File: config.mk
export PLATFORM = sky130hd
export DESIGN_NAME = vtp_queue
export DESIGN_NICKNAME = d
export VERILOG_FILES = /design/src/rtl/vtp_pkg.sv /design/src/rtl/vtp_queue.sv
export SDC_FILE = /design/constraint.sdc
export NUM_CORES = 2
export LEC_CHECK = 0
export BUFFER_PORTS_ARGS = -buffer_cell sky130_fd_sc_hd__buf_4
export CELL_PAD_IN_SITES_DETAIL_PLACEMENT = 1
export CELL_PAD_IN_SITES_GLOBAL_PLACEMENT = 1
export CORE_MARGIN = 2
export CORE_UTILIZATION = 25
export CTS_BUF_LIST = sky130_fd_sc_hd__clkbuf_4 sky130_fd_sc_hd__clkbuf_8 sky130_fd_sc_hd__clkbuf_16
export CTS_CLUSTER_SIZE = 8
export DETAILED_ROUTE_END_ITERATION = 6
export GPL_ROUTABILITY_DRIVEN = 0
export PLACE_DENSITY_LB_ADDON = 0.1
export RECOVER_POWER = 25
export SLEW_MARGIN = 20
export SYNTH_ARGS = -nofsm -noshare
export SYNTH_HDL_FRONTEND = slang
export SYNTH_SLANG_ARGS = --single-unit
File: constraint.sdc
create_clock -name clk -period 50.4 [get_ports clk]
set_clock_uncertainty 0.2 [all_clocks]
set_input_delay 10.08 -clock clk [delete_from_list [all_inputs] [get_ports clk]]
set_output_delay 10.08 -clock clk [all_outputs]
set_load 0.02 [all_outputs]
File: src/rtl/vtp_pkg.sv
// Shared types, constants and reset values for the vertex transform and divide block.
// Used by every module of the block; depends on nothing.
`default_nettype none
package vtp_pkg;

    localparam int FRAC_BITS_DEF = 16;
    localparam int NUM_REGS      = 8;
    localparam int REG_AW        = $clog2(NUM_REGS);
    localparam int IDX_W         = REG_AW + 1;
    // Width of a homogeneous column value, enough for every FRAC_BITS in range.
    localparam int CW            = 67;
    // Quotient bits kept; anything larger saturates.
    localparam int QW            = 32;
    localparam int QUEUE_DEPTH   = 4;

    localparam logic [63:0] COEF_RST_LO_ONE = 64'h0000_0000_0001_0000;
    localparam logic [63:0] COEF_RST_HI_ONE = 64'h0001_0000_0000_0000;
    localparam logic [63:0] COEF_RST_ZERO   = 64'h0;

    typedef struct packed {
        logic signed [31:0] in_x;
        logic signed [31:0] in_y;
        logic signed [31:0] in_z;
    } vtp_in_t;

    typedef struct packed {
        logic signed [31:0] out_x;
        logic signed [31:0] out_y;
        logic signed [31:0] out_z;
        logic               w_was_zero;
        logic               saturated;
    } vtp_out_t;

    typedef struct packed {
        logic [CW-1:0] n;     // magnitude of the undivided coordinate
        logic [QW-1:0] lo;    // low dividend bits still to be shifted in
        logic [CW-1:0] rem;   // partial remainder
        logic [QW-1:0] q;     // quotient bits so far
        logic          big;   // quotient does not fit in QW bits
        logic          neg;   // coordinate was negative
    } vtp_coord_t;

    typedef struct packed {
        vtp_coord_t [2:0] c;
        logic [CW-1:0]    d;
        logic             w_neg;
        logic             wz;
    } vtp_job_t;

    function automatic logic [63:0] coef_reset(input int idx);
        logic [63:0] v;
        case (idx)
            0:       v = COEF_RST_LO_ONE;
            2:       v = COEF_RST_HI_ONE;
            5:       v = COEF_RST_LO_ONE;
            7:       v = COEF_RST_HI_ONE;
            default: v = COEF_RST_ZERO;
        endcase
        return v;
    endfunction

endpackage
`default_nettype wire

File: src/rtl/vtp_queue.sv
// Short item queue between the front and back pipelines.
// Depends on vtp_pkg.
`default_nettype none
module vtp_queue (
    input  wire logic               clk,
    input  wire logic               rst_n,
    input  wire logic               wr_valid,
    output logic                    wr_ready,
    input  wire vtp_pkg::vtp_job_t  wr_data,
    output logic                    rd_valid,
    input  wire logic               rd_ready,
    output vtp_pkg::vtp_job_t       rd_data
);

    localparam int DEPTH = vtp_pkg::QUEUE_DEPTH;
    localparam int AW    = $clog2(DEPTH);

    vtp_pkg::vtp_job_t mem_reg [DEPTH];
    logic [AW-1:0]     wr_ptr_reg;
    logic [AW-1:0]     rd_ptr_reg;
    logic [AW:0]       cnt_reg;
    logic              push;
    logic              pop;

    assign wr_ready = cnt_reg != (AW+1)'(DEPTH);
    assign rd_valid = cnt_reg != '0;
    assign rd_data  = mem_reg[rd_ptr_reg];
    assign push     = wr_valid && wr_ready;
    assign pop      = rd_valid && rd_ready;

    always_ff @(posedge clk or negedge rst_n)
    begin
        if (!rst_n)
        begin
            wr_ptr_reg <= '0;
            rd_ptr_reg <= '0;
            cnt_reg    <= '0;
        end
        else
        begin
            if (push)
                wr_ptr_reg <= wr_ptr_reg + 1'b1;
            if (pop)
                rd_ptr_reg <= rd_ptr_reg + 1'b1;
            if (push && !pop)
                cnt_reg <= cnt_reg + 1'b1;
            else if (pop && !push)
                cnt_reg <= cnt_reg - 1'b1;
        end
    end

    always_ff @(posedge clk)
    begin
        if (push)
            mem_reg[wr_ptr_reg] <= wr_data;
    end

endmodule
`default_nettype wire

==> impl_metrics.tcl <==
set metrics [dict create \
    status "finished clean" \
    p_switching_mw 2.73 \
    fin_cells 10400 \
    die_y_um 626 \
    cellLeakagePower_nw 39.3 \
    yosysUniqueCellTypes 20 \
    finalCritPeriodShare_pct 32.1 \
    grt_pass1_vias 49300 \
    worstRegToRegCells 7 \
    cts.sinks 2683 \
    antenna_found_initial 190 \
    dr.first_iter.drc_count 2541 \
    end_kind "primary output" \
    hold_start "cnt_reg[2]" \
    swShare_pct 33.7 \
    synth_nets 4209 \
    post-route-util_pct 31.6 \
    via_per_inst 4.32 \
    dr.pass1.iters 5 \
    min_period_ns 16.18 \
    intPower_mw 5.36 \
    synthCells 3530 \
    ir_worst_vdd_mv 0.0403 \
    grt_usage_pct 15.2 \
    num-fill-cells 38000 \
    numCtsBuffers 377 \
    layout_commonest_cell "edfxtp_1" \
    hold_viol_final 0 \
    remaining_drc_errors 0 \
    seq_power_share_pct 37.7 \
    wire_per_inst_um 29.2 \
    vias 45100 \
    yosysWarnings 0 \
    layout-drive-gt1-share_pct 40.0 \
    cp.arrival_ns 5.90 \
    max_clock_freq_mhz 61.8 \
    yosys.area.top_type "edfxtp_1" \
    rows 228 \
    power_frac_comb_pct 34.1 \
    mostFrequentLayoutCells "edfxtp_1 (2676), buf_4 (974), mux4_2 (669)" \
    power_mw 8.09 \
    largest_reg_flops 2676 \
    postCtsSetupBuffers 0 \
    dpl.hpwl_um 202000 \
    initial_core_util_pct 25.1 \
    rsz0062_at_grt "false" \
    maxCapViolations 0 \
    cts-resized-gates 0 \
    synthArstFlopShare_pct 0.261 \
    grt_max_degree 133 \
    grt_first_pass_wirelength_um 418000 \
    cp-start-kind "flip-flop" \
    cp-startpoint "rd_ptr_reg[0]" \
    slew_violations 0 \
    synth_area_um2 96700 \
    worstHoldPathCells 1 \
    regArea_um2 80500 \
    io_buffers 1343 \
    clk_pin_slew_ns 0.05 \
    powerDensity_nw_per_um2 66.4 \
    root_buffer "clkbuf_16" \
    synth_seq_cells 2683 \
    grt_remaining_overflow 0 \
    syn-mean-instance-area_um2 27.4 \
    crit_type "flip-flop to primary output" \
    core_um2 385000 \
    clkLatencyLatePin_ns 0.92 \
    hold_class "flip-flop to flip-flop" \
    ios 1344 \
    multi_input_area_um2 15300 \
    clockPowerShare_pct 28.2 \
    synth-seq-area-share_pct 83.3 \
    htree_levels 5 \
    cts_buffer_depth 4 \
    postCtsHoldBufs 0 \
    die_x_um 626 \
    rr_startpoint "cnt_reg[0]" \
    dp.cells 9972 \
    ys.flop_type "edfxtp_1" \
    synthTopCellsByArea "edfxtp_1 (83%), mux4_2 (16%), buf_2 (0.44%)" \
    cts_tree "yes" \
    synth-edff-count 2676 \
    final_antenna_net_count 0 \
    worst_pin_slew_ns 1.03 \
    reg2reg_slack_ns 45.04 \
    area_growth_pct 26.0 \
    setup_viol 0 \
    relSlewSlack_pct 31.6 \
    cp.required_ns 40.12 \
    nets 5856 \
    routed_wirelength_um 305000 \
    yosys.area.top_type_share_pct 83.1 \
    cp_max_fo 88 \
    dieArea_um2 392000 \
    fin_setup_tns_ns 0 \
]
## worst paths after layout
path / endpoint
worst max-delay path: rd_data[39]
worst min-delay path: cnt_reg[2]
worst max register to register: mem_reg[0][539]
min in group asynchronous: rd_ptr_reg[1]
worst min register to register: cnt_reg[2]
max in group asynchronous: rd_ptr_reg[0]
## cells by family after synthesis
logic type,count (synthesis),synth area share [%]
AOI/OAI and AO/OA,1,0.00777
muxes,671,15.6
DFF,2683,83.3
xor gates and xnor gates,6,0.0544
adders and majority gates,6,0.0854
buffers and inverters,153,0.894
and+or+nand+nor,10,0.0531
## cell type report
class / instances / share of cell area, %
sequential: 2683 / 66.1
multi-input combinational: 694 / 12.6
clock buffer: 398 / 7.92
timing repair buffer: 1418 / 7.52
tap: 5175 / 5.32
clock inverter: 32 / 0.473
antenna: 37 / 0.0760
inverter: 3 / 0.00925
## cells in the mapped netlist, types with 3 or more instances
| cell type | count |
|---|---|
| dfrtp_1 | 7 |
| buf_2 | 85 |
| buf_1 | 26 |
| buf_6 | 22 |
| buf_4 | 5 |
| and2_1 | 4 |
| xnor2_1 | 4 |
| clkbuf_1 | 12 |
| mux4_2 | 669 |
| inv_1 | 3 |
| ha_1 | 5 |
| edfxtp_1 | 2676 |
## through the flow
step                hold WS, ns  cell area [um2]  worst slack, ns
floorplan                 0.275            96700            23.53
finish                    0.312           122000            34.22
global route              0.326           122000            33.58
CTS                       0.313           123000            33.35
detailed placement        0.301           113000            34.43
global placement          0.302           113000            34.39
## power groups by stage
stage                     registers [mW]  logic [mW]  clock network, mW
after floorplan                     3.41        1.56                  0
after global placement              3.09        2.89                  0
after detailed placement            3.10        2.88                  0
after CTS                           3.06        2.89               2.37
after global routing                3.08        2.94               2.44
final                               3.05        2.76               2.28
## worst max-delay path: stages (launching register included)
cell	delay, ns
dfrtp_4	0.63
buf_16	0.32
buf_12	0.65
buf_4	0.77
buf_4	0.76
buf_4	0.81
mux4_2	0.63
buf_4	0.19
## per-layer routing
layer  track usage (%)  part of all wire [%]  vias up
li1                  -                     -    18700
met1              16.5                    35    24100
met2              27.2                    52     1518
met3              6.21                   9.3      711
met4              4.41                   3.2       88
met5                 0                  0.19        -
Note: power is estimated with default switching activity, not from simulation.
